File: config.mk
export PLATFORM = sky130hd
export DESIGN_NAME = spsb_back
export DESIGN_NICKNAME = d
export VERILOG_FILES = /design/src/sv/spsb_pkg.sv /design/src/sv/spsb_back.sv
export SDC_FILE = /design/constraint.sdc
export NUM_CORES = 1
export LEC_CHECK = 0
export ABC_CLOCK_PERIOD_IN_PS = 3730
export BUFFER_PORTS_ARGS = -buffer_cell sky130_fd_sc_hd__buf_2
export CORE_AREA = 2 2 156 127
export DETAILED_ROUTE_END_ITERATION = 8
export DIE_AREA = 0 0 158 129
export PLACE_DENSITY = 0.68
export SYNTH_ARGS = -nofsm -noshare
export SYNTH_HDL_FRONTEND = slang
export SYNTH_SLANG_ARGS = --single-unit
File: constraint.sdc
create_clock -name i_clk -period 3.73 [get_ports i_clk]
set_clock_uncertainty 0.1 [all_clocks]
set_input_delay 0.746 -clock i_clk [delete_from_list [all_inputs] [get_ports i_clk]]
set_output_delay 0.746 -clock i_clk [all_outputs]
set_load 0.02 [all_outputs]
File: src/sv/spsb_pkg.sv
// Shared types, codes, constants and helper functions of the sprite blitter.
package spsb_pkg;

    // Item kinds carried on the input tuser
    localparam logic [1:0] OP_PAL_LOAD    = 2'd0;
    localparam logic [1:0] OP_BLIT_START  = 2'd1;
    localparam logic [1:0] OP_PIXEL       = 2'd2;

    // Register indexes
    localparam logic [2:0] CFG_SCREEN_WIDTH  = 3'd0;
    localparam logic [2:0] CFG_SCREEN_HEIGHT = 3'd1;
    localparam logic [2:0] CFG_PITCH_WORDS   = 3'd2;
    localparam logic [2:0] CFG_SPR_WIDTH     = 3'd3;
    localparam logic [2:0] CFG_SPR_HEIGHT    = 3'd4;
    localparam logic [2:0] CFG_SCALE         = 3'd5;
    localparam logic [2:0] CFG_TRANSP_EN     = 3'd6;
    localparam logic [2:0] CFG_KEY_COLOR     = 3'd7;

    localparam int CFG_IDX_W   = 3;
    localparam int CFG_DATA_W  = 32;
    localparam int COLOR_W     = 32;
    localparam int OUT_ADDR_W  = 23;
    localparam int POS_W       = 13;
    localparam int DIM_W       = 9;
    localparam int SCALE_W     = 4;
    localparam int SCNT_W      = 3;
    localparam int DIV_STEPS   = 13;
    localparam int QUEUE_DEPTH = 4;

    localparam int DEF_PALETTE_ENTRIES = 256;
    localparam int DEF_MAX_SCALE       = 8;
    localparam int DEF_FB_ADDR_BITS    = 23;

    localparam logic [11:0] RST_SCREEN_WIDTH  = 12'd320;
    localparam logic [11:0] RST_SCREEN_HEIGHT = 12'd240;
    localparam logic [12:0] RST_PITCH_WORDS   = 13'd320;
    localparam logic [8:0]  RST_SPR_WIDTH     = 9'd16;
    localparam logic [8:0]  RST_SPR_HEIGHT    = 9'd16;
    localparam logic [3:0]  RST_SCALE         = 4'd1;

    typedef struct packed {
        logic [11:0]        screen_width;
        logic [11:0]        screen_height;
        logic [12:0]        pitch_words;
        logic [DIM_W-1:0]   spr_width;
        logic [DIM_W-1:0]   spr_height;
        logic [SCALE_W-1:0] scale;
        logic               transparent_enable;
        logic [COLOR_W-1:0] key_color;
    } t_cfg;

    typedef struct packed {
        logic idle;
        logic blit_on;
    } t_fstat;

    function automatic logic [DIM_W-1:0] eff_dim(input logic [DIM_W-1:0] d);
        eff_dim = (d == '0) ? DIM_W'(1) : d;
    endfunction

    function automatic logic [SCALE_W-1:0] eff_scale(input logic [SCALE_W-1:0] s,
                                                      input logic [SCALE_W-1:0] max_s);
        if (s == '0) begin
            eff_scale = SCALE_W'(1);
        end else if (s > max_s) begin
            eff_scale = max_s;
        end else begin
            eff_scale = s;
        end
    endfunction

endpackage

File: src/sv/spsb_back.sv
// Back part: turns each queued pixel into scale-by-scale frame buffer writes.
module spsb_back #(
    parameter int MAX_SCALE    = spsb_pkg::DEF_MAX_SCALE,
    parameter int FB_ADDR_BITS = spsb_pkg::DEF_FB_ADDR_BITS
) (
    input  logic                                      i_clk,
    input  logic                                      i_rst_n,
    input  spsb_pkg::t_cfg                            i_cfg,
    input  logic                                      i_q_valid,
    output logic                                      o_q_pop,
    input  logic [FB_ADDR_BITS+spsb_pkg::COLOR_W-1:0] i_q_data,
    output logic                                      o_valid,
    input  logic                                      i_ready,
    output logic [spsb_pkg::OUT_ADDR_W-1:0]           o_addr,
    output logic [spsb_pkg::COLOR_W-1:0]              o_color,
    output logic                                      o_last
);

    localparam int FB = FB_ADDR_BITS;
    localparam int CW = spsb_pkg::COLOR_W;
    localparam int NW = spsb_pkg::SCNT_W;

    logic                  r_busy;
    logic [FB-1:0]         r_cur;
    logic [FB-1:0]         r_row;
    logic [CW-1:0]         r_color;
    logic [NW-1:0]         r_sx;
    logic [NW-1:0]         r_sy;
    logic                  r_out_valid;
    logic [FB-1:0]         r_out_addr;
    logic [CW-1:0]         r_out_color;
    logic                  r_out_last;

    logic [spsb_pkg::SCALE_W-1:0] s;
    logic [NW-1:0]         s_m1;
    logic [FB-1:0]         pitch;
    logic                  out_free;
    logic                  emit;
    logic                  at_last;
    logic                  take;

    assign s        = spsb_pkg::eff_scale(i_cfg.scale, spsb_pkg::SCALE_W'(MAX_SCALE));
    assign s_m1     = NW'(s - spsb_pkg::SCALE_W'(1));
    assign pitch    = FB'(i_cfg.pitch_words);
    assign out_free = !r_out_valid || i_ready;
    assign emit     = r_busy && out_free;
    assign at_last  = (r_sx == s_m1) && (r_sy == s_m1);
    assign take     = i_q_valid && (!r_busy || (emit && at_last));
    assign o_q_pop  = take;

    always_ff @(posedge i_clk) begin
        if (!i_rst_n) begin
            r_busy      <= 1'b0;
            r_out_valid <= 1'b0;
        end else begin
            if (take) begin
                r_busy <= 1'b1;
            end else if (emit && at_last) begin
                r_busy <= 1'b0;
            end
            if (out_free) begin
                r_out_valid <= r_busy;
            end
        end
    end

    always_ff @(posedge i_clk) begin
        if (take) begin
            r_cur   <= i_q_data[FB-1:0];
            r_row   <= i_q_data[FB-1:0];
            r_color <= i_q_data[FB+CW-1:FB];
            r_sx    <= '0;
            r_sy    <= '0;
        end else if (emit && !at_last) begin
            if (r_sx == s_m1) begin
                r_sx  <= '0;
                r_sy  <= r_sy + NW'(1);
                r_row <= r_row + pitch;
                r_cur <= r_row + pitch;
            end else begin
                r_sx  <= r_sx + NW'(1);
                r_cur <= r_cur + FB'(1);
            end
        end
        if (emit) begin
            r_out_addr  <= r_cur;
            r_out_color <= r_color;
            r_out_last  <= at_last;
        end
    end

    assign o_valid = r_out_valid;
    assign o_addr  = spsb_pkg::OUT_ADDR_W'(r_out_addr);
    assign o_color = r_out_color;
    assign o_last  = r_out_last;

endmodule

# Yosys cells after proc, flatten, opt, wreduce, memory -nomap -nowiden
# Cells that the tools add are included.
dict set report totals {
  input_bits 151
  ff_bits 142
  out_inout_bits 58
  wordCells 45
}
dict set report op_classes {
  eq_ne 2
  reduce_logical 16
  add_sub_neg 5
  n_mux 11
  n_lt_le_gt_ge 1
}
# cell n
set op_table {}
lappend op_table {{2-to-1 mux 23 bit} 6}
lappend op_table {{adder 23 x 1 -> 23 bit, second input constant} 1}
lappend op_table {{adder 23 x 13 -> 23 bit} 1}
lappend op_table {{2-to-1 mux 3 bit} 3}
lappend op_table {{adder 3 x 1 -> 3 bit, second input constant} 2}
lappend op_table {{equality test 3 bit} 2}
lappend op_table {{nonzero test 2 bit} 3}
lappend op_table {{logical AND 1 bit} 5}
lappend op_table {{greater-than comparator 4 bit, second input constant} 1}
lappend op_table {{zero test 4 bit} 1}
lappend op_table {{AND reduction 2 bit} 2}
lappend op_table {{zero test 1 bit} 3}
lappend op_table {{subtractor 3 x 1 -> 3 bit, second input constant} 1}
lappend op_table {{logical OR 1 bit} 2}
lappend op_table {{2-to-1 mux 1 bit} 2}

# Depth between registers and ports, before layout
dict set report depth {
  ltp_word 11
  depth_mapped 10
  mapped_depth_nobuf 9
}

# Least setup slack after synthesis
# Ideal clock, no wire load.
dict set report synth_path {
  path_type {input to register}
  from {input port i_ready}
  to {register r_cur[0], enable pin}
  n_path_buf 0
  setup_time_ps 380
  setup_slack_ps -94
  arrival_time_ps 3344
  t_required_ps 3250
  cell_stages 4
  path_cell_list {nand2b_1 -> and2_1 -> o21ai_1 -> nand2_1}
}
dict set report synth_via {
  elab_chain_len 6
  word_cells_on_any_way 7
  cone_classes {7 x reduce/logical}
}
# item line_no
set synth_lines {}
lappend synth_lines {{from (decl)} spsb_back.sv:13} ;# input logic i_ready,
lappend synth_lines {{logical OR 1 bit (*)} spsb_back.sv:45} ;# assign out_free = !r_out_valid || i_ready;
lappend synth_lines {{logical AND 1 bit (*)} spsb_back.sv:46} ;# assign emit = r_busy && out_free;
lappend synth_lines {{net emit} spsb_back.sv:38} ;# logic emit;
lappend synth_lines {{logical AND 1 bit} spsb_back.sv:48} ;# assign take = i_q_valid && (!r_busy || (emit && at_last));
lappend synth_lines {{logical OR 1 bit} spsb_back.sv:48}
lappend synth_lines {{logical AND 1 bit} spsb_back.sv:48}
lappend synth_lines {{nonzero test 2 bit (no source line) (*)} -}
lappend synth_lines {{to (signal assigned)} spsb_back.sv:69} ;# r_cur <= i_q_data[FB-1:0];
lappend synth_lines {{to (signal assigned)} spsb_back.sv:79} ;# r_cur <= r_row + pitch;
lappend synth_lines {{to (signal assigned)} spsb_back.sv:82} ;# r_cur <= r_cur + FB'(1);
lappend synth_lines {{to (decl)} spsb_back.sv:24} ;# logic [FB-1:0] r_cur;
# The timed path passes the listed nets; every way through them passes the cells marked *.
# A chain may end at the register's enable or synchronous reset.

# Final worst setup path
dict set report layout_path {
  from {input port i_cfg[34] in the netlist's numbering}
  to {output port o_q_pop}
}
dict set report layout_via {
  elab_chain_len 9
  word_cells_on_any_way 11
  cone_classes {1 x add/sub; 1 x order compare; 2 x eq/ne; 2 x mux; 5 x reduce/logical}
}
# item line_no
set layout_lines {}
lappend layout_lines {{from (decl)} spsb_back.sv:8} ;# input spsb_pkg::t_cfg i_cfg,
lappend layout_lines {{greater-than comparator 4 bit} spsb_pkg.sv:65} ;# end else if (s > max_s) begin
lappend layout_lines {{2-to-1 mux 3 bit} spsb_pkg.sv:65}
lappend layout_lines {{2-to-1 mux 3 bit (*)} spsb_pkg.sv:63} ;# if (s == '0) begin
lappend layout_lines {{subtractor 3 x 1 -> 3 bit (*)} spsb_back.sv:43} ;# assign s_m1 = NW'(s - spsb_pkg::SCALE_W'(1));
lappend layout_lines {{equality test 3 bit} spsb_back.sv:47} ;# assign at_last = (r_sx == s_m1) && (r_sy == s_m1);
lappend layout_lines {{logical AND 1 bit (*)} spsb_back.sv:47}
lappend layout_lines {{logical AND 1 bit (*)} spsb_back.sv:48}
lappend layout_lines {{logical OR 1 bit (*)} spsb_back.sv:48}
lappend layout_lines {{logical AND 1 bit (*)} spsb_back.sv:48}
lappend layout_lines {{to (decl)} spsb_back.sv:10} ;# output logic o_q_pop,
# Mark *: on every way between the ends. The rest lies on a longest branch, timed or not.

==> run summary <==
After synthesis, the largest area contributor takes up 62.0% of total cell area. The floorplan die area came out at 20400 um2. Across the VDD grid, the largest voltage drop is 0.330 mV. The run gives 49 as the number of distinct library cells after synthesis.

By startpoint and endpoint, the worst setup path is classified as in -> out. In this run the worst setup path begins at i_cfg[34]. The height of the chip works out to 129 um.

The tools report the layout filler cell count as 1779. The number of global-route vias before repair was 4256. The power density over cell area came out at 561 nW/um2. The via count was 4513; the core area was 18800 um2. Counting along the longest clock path gives a buffer depth of 2.

Once the floorplan was initialized, standard cells occupied 34.5% of the core. Setup violations remaining at the end of the flow were counted as 0. In the post-synthesis netlist, the biggest area contributors are edfxtp_1, xnor2_1, a21oi_1.

The number of buffers created by CTS is 17, and the global-route total usage across every layer is 14.4%. The cell with the most instances after synthesis is edfxtp_1. After clock tree synthesis, the repair step resized 0 gates. Synthesized instance count: 514.

Of all flip-flops after synthesis, the portion carrying an async set or reset was 0%. The critical path capture point is o_q_pop. The count of cells along the worst register-to-register path is 7, and the actual slew at the worst max-slew pin is 873 ps. The first global-routing pass estimated 22.3 mm of wire.

Traced cell by cell, the critical path runs through buf_2 -> o21ba_1 -> or2_2 -> ha_1 -> xor3_1 -> a211oi_2 -> a31oi_4 -> clkinv_2 -> buf_2. Entering global routing, the biggest net connects 58 pins. The Yosys warning count is 0, and the proportion of synthesized chip area in sequential cells is 64.5%. The tools report the post-layout net count as 833.

Once detail routing completed, the nets flagged for antenna violations numbered 0. Across the run, the number of max-cap violations was 0. The tools report the CTS root buffer as clkbuf_16.

Leakage power of the design: 3.10 nW. Setup repair after global routing left no endpoint under its margin. Of the available clock period, the critical path in the final layout requires 95.4%. Counting tap cells, the placed design contains a total of 903 instances. The max-slew violation total from the final report is 0.

Dividing the detail-routed via count by the number of cells gives 4.82. The congestion estimate from routability-driven global placement came to 0.845. Width of the die: 158 um. STA classifies the critical path startpoint as a primary input. Row generation in the floorplan step produced 45 rows. The logs give 281 MHz for the maximum clock frequency and 4180 um2 for the area of all sequential standard cells. The slowest stage of the critical path belongs to the cell xor3_1.

Count of buffers added by post-CTS timing repair for setup: 0. The worst register-to-register path ends at r_cur[15]$_DFFE_PP_. The clock net in this run drives a total of 142 sinks. The worst hold path belongs to the class reg -> reg.

In the routed design, unresolved DRC markers number 0. The ratio of cells with drive above 1 in the final layout is 27.9%, and the HPWL after detailed placement is 10.4 mm. Count of non-filler cells in the finished layout: 936. After clock tree synthesis, the clock-pin slew on the worst setup and hold paths is 60 ps. The logs give 0 for the hold buffer count at cts and 2210 um2 for the multi-input gate area in the final layout.

The commonest cells after synthesis are edfxtp_1, nand2_1, a21oi_1, nor2_1, xnor2_1. Synthesis inferred 142 register bits. Detail-routed net length per standard cell: 15.4 um.

The clock insertion delay at the later pin of the skew report is 420 ps. The detailed router finished its first iteration with 393 violations. The number of flops mapped to enable cells by yosys came out at 134. The run gives 2 as the number of antenna violations at the first check in global routing. For this run, the leading register cell type out of synthesis is edfxtp_1.

The endpoint type of the worst setup path is an output port. Compared with the post-synthesis result, the final layout area differs by 25.9%. For this run, the detailed router's first-pass iteration total came to 5.

For the finished layout, the period the worst path requires is 3560 ps. For the area of the mapped netlist, the log shows 6480 um2. edfxtp_1 takes more of the synthesized area than any other cell. The count of port buffers added during placement came out at 133.

The mean cell area of the mapped netlist came out at 12.6 um2. TritonCTS built the clock tree. Pin placement for this block handled 209 I/O pins. On the worst path, the slowest cell contributes a delay of 400 ps. The cell that appears most often on the critical path is buf_2.

After global routing the overflow that remains totals 0. The tools report the number of failing hold endpoints at the final stage as 0. The startpoint identified for the worst register-to-register timing path is r_row[4]$_DFFE_PP_. The tools report the arrival time of the worst setup path as 2710 ps.

The flow ran to the end, and the final reports show no timing, DRC or antenna violations. The H-tree was split into 4 levels. The required time reported for the critical path endpoint was 2880 ps; the internal reg-to-reg setup slack was 860 ps. The synthesized netlist net count is 683.

For the relative slew slack, the log shows 41.3%. Adding up every negative setup slack in the final design gives 0 ps. The routed design has 14.4 mm of wire. The peak fanout along the critical path works out to 5.
metrics by stage:
stage / setup WS [ps] / cell area (um2) / hold slack, ps / util [%] / power [mW]
2_1_floorplan: 174 / 6490 / 300 / - / 2.65
3_3_place_gp: 211 / 7580 / 300 / 40.3 / 2.93
3_5_place_dp: 150 / 7580 / 305 / 40.3 / 2.94
4_1_cts: 141 / 8160 / 315 / 43.4 / 4.61
5_1_grt: 114 / 8170 / 326 / 43.4 / 4.80
6_report: 172 / 8170 / 316 / 43.4 / 4.58
area by class of cell:
cell class	count	area share, %
clock inverter	14	1.90
tap	258	3.95
sequential	142	51.2
clock buffer	18	5.26
timing repair buffer	146	10.1
antenna	1	0.0306
multi-input combinational	349	27.1
inverter	8	0.383
metal layers:
layer,GRT usage (%),up-vias,share of wire [%]
met5,0,-,0.090
met4,4.24,2,0.99
met3,4.61,17,8.7
met2,21.0,178,43
met1,20.4,2070,47
li1,-,2246,-
worst min-delay path by stage:
| stage | depth (start not counted) | from | endpoint |
|---|---|---|---|
| 5_1_grt | 0 | r_color[4]$_DFFE_PP_ | o_color[4]$_DFFE_PP_ |
| 4_1_cts | 0 | r_color[9]$_DFFE_PP_ | o_color[9]$_DFFE_PP_ |
| 6_report | 0 | r_color[7]$_DFFE_PP_ | o_color[7]$_DFFE_PP_ |
| 2_1_floorplan | 0 | r_color[0]$_DFFE_PP_ | o_color[0]$_DFFE_PP_ |
| 3_5_place_dp | 0 | r_color[4]$_DFFE_PP_ | o_color[4]$_DFFE_PP_ |
| 3_3_place_gp | 0 | r_color[6]$_DFFE_PP_ | o_color[6]$_DFFE_PP_ |
flip-flops by register name, indices dropped and copies added (netlist names):
name,cells
r_color,32
r_busy,1
r_sy,3
r_row,23
r_cur,23
r_sx,3
o_addr,23
o_last,1
o_valid,1
o_color,32
cells by family (layout without fill, tap and decap cells):
logic type / Yosys count / in the layout / share of synthesized area [%]
adder cells (fa/ha/maj): 18 / 18 / 3.59
multiplexers: 3 / 3 / 0.463
other: 0 / 1 / 0
AO/OA/AOI/OAI: 118 / 118 / 11.5
AND/OR/NAND/NOR: 166 / 166 / 11.9
buffers and inverters: 23 / 186 / 1.60
XOR/XNOR: 44 / 44 / 6.41
flip-flops: 142 / 142 / 64.5
where the power goes:
| part | leakage, nW | total, mW | switching [mW] | internal (mW) |
|---|---|---|---|---|
| clock network | 0.284 | 1.66 | 0.660 | 0.996 |
| registers | 1.35 | 2.06 | 0.0965 | 1.97 |
| logic | 1.47 | 0.862 | 0.528 | 0.334 |
| total | 3.10 | 4.58 | 1.28 | 3.30 |
worst max-delay path: cells and delay by family:
family,cells,cell delay [ps]
XOR/XNOR,1,400
AO/OA/AOI/OAI,3,640
AND/OR/NAND/NOR,1,290
buffers and inverters,3,380
adder cells (fa/ha/maj),1,240
placed cells by master, fill, tap and decap left out, types with 6 or more instances in the layout:
cell type | netlist | final
xor2_1 | 10 | 10
buf_2 | 7 | 133
xnor2_1 | 32 | 32
clkbuf_16 | 0 | 17
edfxtp_1 | 134 | 134
nand4_1 | 6 | 6
buf_4 | 0 | 8
ha_1 | 17 | 17
o21ai_0 | 26 | 26
dfxtp_1 | 8 | 8
a21oi_1 | 44 | 44
nand2_1 | 56 | 56
nand3_1 | 24 | 24
nor2_1 | 40 | 40
nor3_1 | 8 | 8
inv_1 | 7 | 7
o211ai_1 | 8 | 8
inv_6 | 0 | 6
and3_1 | 8 | 8
a211oi_1 | 9 | 9
No activity file was read; power rests on OpenSTA's default activity.
