### src/sv/spsb_pkg.sv
// Shared types, codes, constants and helper functions of the sprite blitter.
package spsb_pkg;

    // Item kinds carried on the input tuser
    localparam logic [1:0] OP_PAL_LOAD    = 2'd0;
    localparam logic [1:0] OP_BLIT_START  = 2'd1;
    localparam logic [1:0] OP_PIXEL       = 2'd2;

    // Register indexes
    localparam logic [2:0] CFG_SCREEN_WIDTH  = 3'd0;
    localparam logic [2:0] CFG_SCREEN_HEIGHT = 3'd1;
    localparam logic [2:0] CFG_PITCH_WORDS   = 3'd2;
    localparam logic [2:0] CFG_SPR_WIDTH     = 3'd3;
    localparam logic [2:0] CFG_SPR_HEIGHT    = 3'd4;
    localparam logic [2:0] CFG_SCALE         = 3'd5;
    localparam logic [2:0] CFG_TRANSP_EN     = 3'd6;
    localparam logic [2:0] CFG_KEY_COLOR     = 3'd7;

    localparam int CFG_IDX_W   = 3;
    localparam int CFG_DATA_W  = 32;
    localparam int COLOR_W     = 32;
    localparam int OUT_ADDR_W  = 23;
    localparam int POS_W       = 13;
    localparam int DIM_W       = 9;
    localparam int SCALE_W     = 4;
    localparam int SCNT_W      = 3;
    localparam int DIV_STEPS   = 13;
    localparam int QUEUE_DEPTH = 4;

    localparam int DEF_PALETTE_ENTRIES = 256;
    localparam int DEF_MAX_SCALE       = 8;
    localparam int DEF_FB_ADDR_BITS    = 23;

    localparam logic [11:0] RST_SCREEN_WIDTH  = 12'd320;
    localparam logic [11:0] RST_SCREEN_HEIGHT = 12'd240;
    localparam logic [12:0] RST_PITCH_WORDS   = 13'd320;
    localparam logic [8:0]  RST_SPR_WIDTH     = 9'd16;
    localparam logic [8:0]  RST_SPR_HEIGHT    = 9'd16;
    localparam logic [3:0]  RST_SCALE         = 4'd1;

    typedef struct packed {
        logic [11:0]        screen_width;
        logic [11:0]        screen_height;
        logic [12:0]        pitch_words;
        logic [DIM_W-1:0]   spr_width;
        logic [DIM_W-1:0]   spr_height;
        logic [SCALE_W-1:0] scale;
        logic               transparent_enable;
        logic [COLOR_W-1:0] key_color;
    } t_cfg;

    typedef struct packed {
        logic idle;
        logic blit_on;
    } t_fstat;

    function automatic logic [DIM_W-1:0] eff_dim(input logic [DIM_W-1:0] d);
        eff_dim = (d == '0) ? DIM_W'(1) : d;
    endfunction

    function automatic logic [SCALE_W-1:0] eff_scale(input logic [SCALE_W-1:0] s,
                                                      input logic [SCALE_W-1:0] max_s);
        if (s == '0) begin
            eff_scale = SCALE_W'(1);
        end else if (s > max_s) begin
            eff_scale = max_s;
        end else begin
            eff_scale = s;
        end
    endfunction

endpackage

### src/sv/spsb_queue.sv
// Small first-in first-out job queue between the front and back parts.
module spsb_queue #(
    parameter int WIDTH = 55,
    parameter int DEPTH = spsb_pkg::QUEUE_DEPTH
) (
    input  logic             i_clk,
    input  logic             i_rst_n,
    input  logic             i_push,
    input  logic [WIDTH-1:0] i_data,
    output logic             o_full,
    output logic             o_valid,
    input  logic             i_pop,
    output logic [WIDTH-1:0] o_data
);

    localparam int PW = $clog2(DEPTH);
    localparam int CW = $clog2(DEPTH + 1);

    logic [WIDTH-1:0] r_mem [DEPTH];
    logic [PW-1:0]    r_wp;
    logic [PW-1:0]    r_rp;
    logic [CW-1:0]    r_cnt;
    logic             do_push;
    logic             do_pop;

    assign o_full  = (r_cnt == CW'(DEPTH));
    assign o_valid = (r_cnt != '0);
    assign o_data  = r_mem[r_rp];
    assign do_push = i_push && !o_full;
    assign do_pop  = i_pop && o_valid;

    always_ff @(posedge i_clk) begin
        if (do_push) begin
            r_mem[r_wp] <= i_data;
        end
    end

    always_ff @(posedge i_clk) begin
        if (!i_rst_n) begin
            r_wp  <= '0;
            r_rp  <= '0;
            r_cnt <= '0;
        end else begin
            if (do_push) begin
                r_wp <= (r_wp == PW'(DEPTH - 1)) ? '0 : r_wp + PW'(1);
            end
            if (do_pop) begin
                r_rp <= (r_rp == PW'(DEPTH - 1)) ? '0 : r_rp + PW'(1);
            end
            case ({do_push, do_pop})
                2'b10:   r_cnt <= r_cnt + CW'(1);
                2'b01:   r_cnt <= r_cnt - CW'(1);
                default: r_cnt <= r_cnt;
            endcase
        end
    end

endmodule

### config.mk
export PLATFORM = sky130hd
export DESIGN_NAME = spsb_queue
export DESIGN_NICKNAME = d
export VERILOG_FILES = /design/src/sv/spsb_pkg.sv /design/src/sv/spsb_queue.sv
export SDC_FILE = /design/constraint.sdc
export NUM_CORES = 1
export LEC_CHECK = 0
export BUFFER_PORTS_ARGS = -buffer_cell sky130_fd_sc_hd__buf_2
export CORE_MARGIN = 1.5
export CORE_UTILIZATION = 61
export DETAILED_ROUTE_END_ITERATION = 12
export HOLD_SLACK_MARGIN = 0.05
export PLACE_DENSITY = 0.84
export SLEW_MARGIN = 20
export SYNTH_ARGS = -nofsm -noshare
export SYNTH_HDL_FRONTEND = slang
export SYNTH_SLANG_ARGS = --single-unit
### constraint.sdc
create_clock -name i_clk -period 4.25 [get_ports i_clk]
set_input_delay 0.2125 -clock i_clk [delete_from_list [all_inputs] [get_ports i_clk]]
set_output_delay 0.2125 -clock i_clk [all_outputs]
set_load 0.02 [all_outputs]
Word-level counts from Yosys, hierarchy flattened:

Memories as Yosys holds them, arrays and structs flattened. A register that Yosys moved wholly into a read port is not among the register bits.
Cells that the tools add are included.

* RAM bits: 220
* flip-flop bits (word level): 7
* memories: 1
* word-level logic and storage cells: 25
* output and inout port bits: 57
* input port bits: 59

* reductions and logical operators: 5
* mux-type cells: 7
* equality and inequality tests: 5
* add/subtract/negate cells: 4

Memory list
* r_mem: depth 4, bits a word 55, read ports 1, clocked after memory_dff 1, wr ports 1, RTL line spsb_queue.sv:19 `logic [WIDTH-1:0] r_mem [DEPTH];`

Operator list (count)
* 2-bit two-way mux: 4
* 2-bit equality test, second input constant: 3
* 3-bit case mux with 2 select lines: 1
* 2-bit by 1-bit adder with 2-bit output, second input constant: 2
* 3-bit by 1-bit adder with 3-bit output, second input constant: 1
* 3-bit equality test, second input constant: 1
* 3-bit nonzero test: 1
* 3-bit by 1-bit subtractor with 3-bit output, second input constant: 1
* 2-bit by 1-bit equality test with 1-bit output, second input constant: 1
* 1-bit logical AND: 2
* 1-bit two-way mux: 2
* 2-bit nonzero test: 1
* 1-bit zero test: 1

Longest topological paths before layout:

Gate-level depths: netlist (run 1).

* depth after elaboration: 5
* mapped depth: 10
* depth with buffers taken out: 9

Worst setup path before layout (run 1):

Ideal clock, no wire load.

* kind: register to register
* start point: register r_cnt[2]
* end point: memory r_mem[0][0] (enable)
* data required time: 3832 ps
* buffers on the path: 1
* cell stages (with the launch flop): 5
* period minus slack after synthesis: 2517 ps
* slack: 1733 ps
* setup time: 418 ps
* arrival time: 2098 ps
* path through: dfxtp_1 nor3b_2 nor2b_1 buf_2 and2_1

* cells in the longest elaborated chain, start to end: 5

RTL lines
* from (decl): RTL line spsb_queue.sv:22 `logic [CW-1:0] r_cnt;`
* from (signal assigned): RTL line spsb_queue.sv:51 `2'b10: r_cnt <= r_cnt + CW'(1);`
* from (signal assigned): RTL line spsb_queue.sv:52 `2'b01: r_cnt <= r_cnt - CW'(1);`
* from (signal assigned): RTL line spsb_queue.sv:53 `default: r_cnt <= r_cnt;`
* 3-bit equality test: RTL line spsb_queue.sv:26 `assign o_full = (r_cnt == CW'(DEPTH));`
* named net o_full: RTL line spsb_queue.sv:10 `output logic o_full,`
* 1-bit zero test: RTL line spsb_queue.sv:29 `assign do_push = i_push && !o_full;`
* 1-bit logical AND: RTL line spsb_queue.sv:29
* 1-bit two-way mux: RTL line spsb_queue.sv:33 `if (do_push) begin`
* 1-bit two-way mux (implied by the code): RTL line spsb_queue.sv:34 `r_mem[r_wp] <= i_data;`
* to (decl): RTL line spsb_queue.sv:19

The timed path passes the listed nets, and every way through them passes these cells.

Worst setup path in the final report (run 1):

* start point: register r_cnt[0]
* end point: memory r_mem[2][53] (enable)

* cells in the longest elaborated chain, start to end: 5

RTL lines (RTL line)
* 3-bit equality test: spsb_queue.sv:26
* 1-bit zero test: spsb_queue.sv:29
* 1-bit logical AND: spsb_queue.sv:29
* 1-bit two-way mux: spsb_queue.sv:33
* 1-bit two-way mux (implied by the code): spsb_queue.sv:34

Every way passes these cells.

==> run summary, run 1 <==
TritonCTS built the clock tree. The number of slew-limit violations in the final report came out at 0. The die outline width is 121 um. The length in cells of the worst reg-to-reg path came out at 4. The number of clock sinks seen by CTS came out at 229. Clock tree synthesis selected as its root buffer the cell clkbuf_16. Clock-pin slew was measured on the worst setup and hold paths at 60 ps. The number of hold-slack violations in the final timing report is 0. The run finished with clean final reports. The cell row count came out at 42. The total power is 6.18 mW. For this run, asynchronously set or reset flops after synthesis account for 0%. The post-layout minimum cycle time is 2550 ps. When the netlist entered floorplanning its net count stood at 409. The total vias in the final route came out at 4,195. The clock buffer count from CTS is 22. The number of H-tree levels is 1. In this run the worst setup path terminates at r_mem[2][53]$_DFFE_PP_. The count of cells resized by post-cts repair came out at 0. The global route total overflow came out at 0. The core footprint came out at 13,400 um^2. Setup violations remaining at the end of the flow were counted as 0.

The net count of the finished layout is 595. In the global route stage, overall resource usage came out at 23.1%. The via density per instance is 5.81. The number of violations reported at the end of detailed-routing iteration 0 came out at 307.

In this run the critical register-to-register path is captured at r_mem[2][53]$_DFFE_PP_. The commonest cells after synthesis are edfxtp_1, mux4_2, dfxtp_1. STA classifies the critical path endpoint as a register.

The pin count of the biggest net entering global routing came out at 56. The utilization after layout came out at 78.2%. After synthesis the netlist holds a flip-flop and latch count of 229. In the post-synthesis netlist, the biggest area contributors are edfxtp_1, mux4_2, dfxtp_1. The initial antenna violation count is 1. The overall die height is 121 um. The number of remaining DRC errors is 0. The full die area is 14,700 um^2. The wire length of the first global-routing pass is 24,800 um. The data required time of the critical path is 4400 ps. The startpoint identified for the worst register-to-register timing path is r_cnt[0]$_SDFFE_PN0P_. At the end of routability-driven placement, the weighted congestion stood at 0.711. The fraction of the yosys area taken by sequential cells came out at 79.8%. The via count of the first global-routing pass is 4,386.

The first TritonRoute pass finished after 4 iterations. The critical path is of the reg2reg type. The cell area after synthesis came out at 8500 um^2.

The post-route worst setup slack came out at 1700 ps. The worst slew slack as a fraction of its limit came out at 41.1%. In the synthesized netlist the dominant register cell turns out to be edfxtp_1. STA classifies the critical path startpoint as a register. The worst setup slack for register-to-register paths came out at 1700 ps. IR analysis of the VDD net gives a maximum drop of 0.371 mV. The synthesized netlist contains 25 unique library cells. The buffer depth of the longest clock path came out at 3. The number of antenna-violating nets in the routed design is 0.

The clock latency reported for the late side of the worst-skew pair is 490 ps. Summed over all instances, the cell type with the most area after synthesis is edfxtp_1. The top achievable clock speed came out at 392 MHz. After layout, the worst path uses 60.0% of the clock period.

The synthesis-to-layout area growth is 23.2%. In this run the worst path has a maximum fanout of 32. The share of post-route cells with drive strength above 1 is 39.4%. The initial core utilization is 63.4%.

After detailed routing, the average wire length per cell comes to 22.6 um. The slew of the pin with the lowest slew margin is 884 ps. The count of hold buffers inserted by post-cts repair came out at 55.

The detailed-placement wirelength estimate came out at 9210 um. The number of post-CTS setup repair buffers came out at 0. The origin of the worst setup path is r_cnt[0]$_SDFFE_PN0P_. 116 I/O pins were placed. For this design the static power due to leakage is 3.61 nW. The total detailed-routing wirelength is 16,300 um. The post-synthesis area per instance came out at 24.8 um^2. The leading cell type by number of instances after synthesis is edfxtp_1.

The post-placement setup slack is 1690 ps. In the final timing run, aggregate negative setup slack is 0 ps. The total of max-cap violations came out at 0. The instance count of the mapped netlist is 343. The tightest min-delay check is of the in2reg type. The data arrival at the endpoint of the critical path came out at 2700 ps. Setup repair after global routing left no endpoint under its margin. The proportion of netlist area held by the largest area contributor came out at 77.7%. The synthesized design contains 220 enable-type register cells. The power density over the cells is 590 nW/um^2. The count of input and output buffers came out at 115.

The total of warnings raised by yosys came out at 0. The clock skew came out at 7.91 ps.
==> placed cells by master (no fill, tap or decap), types with 2 or more instances in the layout <==
cell type and n:
clkbuf_16 23, buf_2 115, nand2_1 7, and2_2 4, mux4_1 5, dfxtp_4 2
inv_1 7, nand3_1 2, and2_1 2, edfxtp_1 220, mux2i_1 2, clkinv_2 5
mux4_2 50, nor2_1 2, clkinvlp_4 4, clkbuf_8 2, or3_1 2, ha_1 6
o21ai_0 4, dfxtp_1 7, dlygate4sd3_1 55, buf_4 5, clkbuf_1 3
==> critical path, cell delays in order, from the launching register on <==
cell and delay, ps:
dfxtp_1 420, nor3b_2 80, nor2b_1 390, and2_2 830
buf_4 470
==> where the power goes <==
part	internal [mW]	switching, mW	total [mW]
clock	1.04	0.813	1.85
sequential	2.74	0.149	2.89
combinational	0.646	0.794	1.44
total	4.42	1.76	6.18
==> cell families (layout without fill, tap and decap cells) <==
kind of cell / count (synthesis) / after routing / synth area share (%)
AO/OA/AOI/OAI: 6 / 6 / 0.412
multiplexers: 57 / 57 / 15.0
flip-flops: 229 / 229 / 79.8
adder cells (fa/ha/maj): 7 / 7 / 1.12
buffers and inverters: 21 / 223 / 2.08
AND/OR/NAND/NOR: 21 / 21 / 1.32
XOR/XNOR: 2 / 2 / 0.206
other: 0 / 1 / 0
==> layout make-up <==
class / count / area (um^2)
clock inverter: 12 / 83.8
tap: 176 / 220
inverter: 7 / 26.3
timing repair buffer: 176 / 1190
clock buffer: 28 / 614
fill: 661 / 2930
multi-input combinational: 93 / 1540
sequential: 229 / 6790
antenna: 1 / 2.50
==> metal layers <==
layer	up-vias	part of all wire [%]	GRT usage [%]
met2	196	50	37.3
met1	2157	41	33.8
met3	26	7.0	4.18
li1	1816	-	-
met5	-	0	0
met4	0	1.5	5.44
==> through the flow <==
step                instances  instance area, um^2  hold slack [ps]
floorplan                 343                 8500              311
global placement          625                 9190              423
detailed placement        625                 9190              431
CTS                       720                10400             84.0
global route              722                10500             96.8
finish                    722                10500             95.0
==> registers in the layout, indices dropped and copies added, names as in the netlist, named ones only <==
name and count:
r_mem 220, r_rp 2, r_wp 2, r_cnt 3
==> worst min path at each step <==
stage / startpoint / slack, ps / depth (start not counted) / to
6_report: i_rst_n / 90 / 2 / r_cnt[0]$_SDFFE_PN0P_
5_1_grt: i_rst_n / 100 / 2 / r_cnt[0]$_SDFFE_PN0P_
4_1_cts: i_rst_n / 80 / 2 / r_cnt[1]$_SDFFE_PN0P_
3_5_place_dp: i_data[10] / 430 / 1 / r_mem[3][10]$_DFFE_PP_
3_3_place_gp: i_data[3] / 420 / 1 / r_mem[2][3]$_DFFE_PP_
2_1_floorplan: i_data[0] / 310 / 0 / r_mem[0][0]$_DFFE_PP_
Note: power is estimated with default switching activity, not from simulation.
==> run 2: changes to the inputs <==
--- a/config.mk
+++ b/config.mk
@@ -7,10 +7,10 @@
 export LEC_CHECK = 0
 export BUFFER_PORTS_ARGS = -buffer_cell sky130_fd_sc_hd__buf_2
 export CORE_MARGIN = 1.5
-export CORE_UTILIZATION = 61
+export CORE_UTILIZATION = 57
 export DETAILED_ROUTE_END_ITERATION = 12
 export HOLD_SLACK_MARGIN = 0.05
-export PLACE_DENSITY = 0.84
+export PLACE_DENSITY = 0.79
 export SLEW_MARGIN = 20
 export SYNTH_ARGS = -nofsm -noshare
 export SYNTH_HDL_FRONTEND = slang
==> constraint.sdc (replaced) <==
create_clock -name i_clk -period 2.65 [get_ports i_clk]
set_input_delay 0.1325 -clock i_clk [delete_from_list [all_inputs] [get_ports i_clk]]
set_output_delay 0.1325 -clock i_clk [all_outputs]
set_load 0.02 [all_outputs]
==> run summary, run 2 (synthesized netlist as in run 1, its figures left out) <==
The CTS clock-pin slew for the worst setup and hold paths is 50 ps (about the same). The post-place instance area came out at 9290 um^2 (+1.1%). The final setup violation count came to 0 (unchanged). STA classifies the critical path endpoint as an output pin. The slew of the pin with the lowest slew margin came out at 499 ps (-386 ps).

The number of violations reported at the end of detailed-routing iteration 0 came out at 209 (-32%). The switching power of the nets came out at 2.67 mW (+52%). The full die area came out at 15,700 um^2 (+6.8%). The clock buffer count from CTS came out at 22 (unchanged). The utilization after layout is 72.2% (-5.9 points).

The cell row count is 44 (+4.8%). The post-placement setup slack came out at 477 ps (-1210 ps). The buffer depth of the longest clock path is 3 (unchanged). By startpoint and endpoint, the worst setup path is classified as reg2out. The met1 usage came to 25.1% (-8.7 points). The count of inserted antenna diode cells is 0 (-1). The number of slew-limit violations in the final report came out at 0 (unchanged). The aggregate negative setup slack came out at 0 ps (unchanged). The count of pins on the block boundary is 116 (unchanged). The share of power burned in the clock network is 28.5% (-1.5 points). The total vias in the final route came out at 4,023 (-4.1%).

The flip-flop and latch area is 6790 um^2 (about the same). The internal power of the cells is 7.02 mW (+59%). The data required time of the critical path came out at 2520 ps (-1880 ps). STA classifies the critical path startpoint as a register. The switching portion of total power is 27.5% (-0.94 points).

The cell count after placement is 638 (+2.1%). The static leakage power came out at 3.62 nW (+0.45%). The detailed-placement wirelength estimate is 8250 um (-10%). The register with the most flip-flops in the final layout is r_mem. The largest fanout of any net on the critical path came out at 23 (-28%). The final worst-path cycle share came out at 86.3%. The initial core utilization is 58.5% (-4.9 points). The number of remaining DRC errors came to 0 (unchanged). The share of post-route cells with drive strength above 1 is 38.2% (-1.3 points). The total of max-cap violations was 0 (unchanged). The global routing usage on met3 is 3.21% (-0.97 points). The via density per instance came out at 5.48 (-5.7%). The overall die height came out at 125 um (+3.4%).

The peak-usage layer in the global routing report is met2. The final instance area is 10,500 um^2 (+0.22%). The die outline width is 125 um (+3.4%). The via count of the first global-routing pass is 4,409 (+0.52%). On the critical path, the stage with the largest delay is an instance of dfxtp_4. The post-route worst setup slack is 363 ps (-1340 ps). The core footprint came to 14,500 um^2 (+8.5%). The share of power burned in combinational logic came out at 24.4% (+1.1 points). The most frequent standard cell in the layout excluding fill and tap cells is edfxtp_1. The biggest cell delay along the critical path came out at 640 ps (-190 ps).

The fraction of met2 tracks used by global routing was 33.8% (-3.5 points). Setup repair after global routing left no endpoint under its margin. The number of hold-slack violations in the final timing report came out at 0 (unchanged).

The number of clock sinks seen by CTS came out at 229 (unchanged). The average detailed-routed wire length per instance came to 19.8 um (-12%). The wire length of the first global-routing pass came out at 23,000 um (-7.2%). The count of TritonRoute iterations in the first routing pass came out at 4 (unchanged).

Traced cell by cell, the critical path runs through buf_12, mux4_2, buf_2. In the final layout, the registers with the most flip-flops are r_mem: 220 flops, r_cnt: 3 flops. The global route total overflow came out at 0 (unchanged). The footprint of the multi-input gates is 1540 um^2 (unchanged). The total number of nets in the final design is 600 (+0.84%).

The flow ran to the end, and the final reports show no timing, DRC or antenna violations. The power density over the cells was 923 nW/um^2 (+57%). The top achievable clock speed came out at 437 MHz.

The post-layout minimum cycle time is 2290 ps. The root buffer cell chosen for the clock tree is clkbuf_16. The clock skew is 6.83 ps (-1.08 ps). The count of input and output buffers came out at 115 (unchanged). The number of antenna-violating nets in the routed design is 0 (unchanged). The placer congestion estimate is 0.699 (-1.7%). The fill cell instance count of the final layout is 875 (+32%). The initial antenna violation count was 0 (-1). The flip-flop count of the largest register after layout is 220 (unchanged).

The number of H-tree levels came out at 1 (unchanged). The clock latency reported for the late side of the worst-skew pair is 490 ps (about the same). The total detailed-routing wirelength came out at 14,500 um (-11%).

The non-filler instance count after layout came out at 734 (+1.7%). Relative to the synthesized area, the layout overhead comes to 23.5%. The library cells used most frequently in the layout, excluding fill and tap cells, are edfxtp_1, buf_2, dlygate4sd3_1. The peak supply drop came to 0.734 mV (+98%).

The global-route usage over all layers came out at 19.3% (-3.8 points). TritonCTS built the clock tree. The data arrival at the endpoint of the critical path came out at 2150 ps (-550 ps). The class of the tightest hold or removal check is in2reg. The worst slew slack as a fraction of its limit is 66.5% (+25 points). The proportion of power drawn by flip-flops and latches is 47.1% (+0.4 points).

The pin count of the biggest net entering global routing came out at 56 (unchanged).
-- run 2: per-stage QoR --
stage	hold WS [ps]	power, mW
2_1_floorplan	231	6.34
3_3_place_gp	341	6.92
3_5_place_dp	349	6.98
4_1_cts	53.7	9.80
5_1_grt	96.5	10.1
6_report	62.4	9.69
-- run 2: path summary, 6_finish.rpt --
kind | startpoint | end | slack [ps] | cells after the start
hold reg to reg | r_wp[1]$_SDFFE_PN0P_ | r_wp[1]$_SDFFE_PN0P_ | 510 | 2
hold / removal | i_pop | register | 60 | 3
setup / recovery | register | o_data[11] | 360 | 3
setup reg to reg | r_cnt[2]$_SDFFE_PN0P_ | r_cnt[2]$_SDFFE_PN0P_ | 460 | 9
-- run 2: final cells by class --
class	count	area share, %
clock buffer	26	5.59
clock inverter	14	0.560
inverter	7	0.250
multi-input combinational	93	14.7
sequential	229	64.7
tap	184	2.19
timing repair buffer	181	12.0
-- run 2: power by group through the flow --
stage | Combinational [mW] | Sequential, mW | Clock (mW)
2_1_floorplan | 1.81 | 4.54 | 0
3_3_place_gp | 2.30 | 4.62 | 0
3_5_place_dp | 2.33 | 4.65 | 0
4_1_cts | 2.40 | 4.58 | 2.82
5_1_grt | 2.52 | 4.62 | 2.96
6_report | 2.36 | 4.57 | 2.76
-- run 2: metal layers --
layer	vias to the layer above	routed length, um
met3	18	649
li1	1832	-
met5	-	0
met1	2061	6030
met2	112	7550
met4	0	302
-- run 2: repair_timing --
action | in CTS | in global routing
hold buffers | 56 | 0
setup buffers | 0 | 0
resized for setup | 0 | 0
endpoints found under the hold margin | 229 | 0
-- run 2: critical path: cells and delay by family, from the launching register on --
kind	cells	cell delay, ps
buf+inv	2	460
mux	1	560
flops	1	640
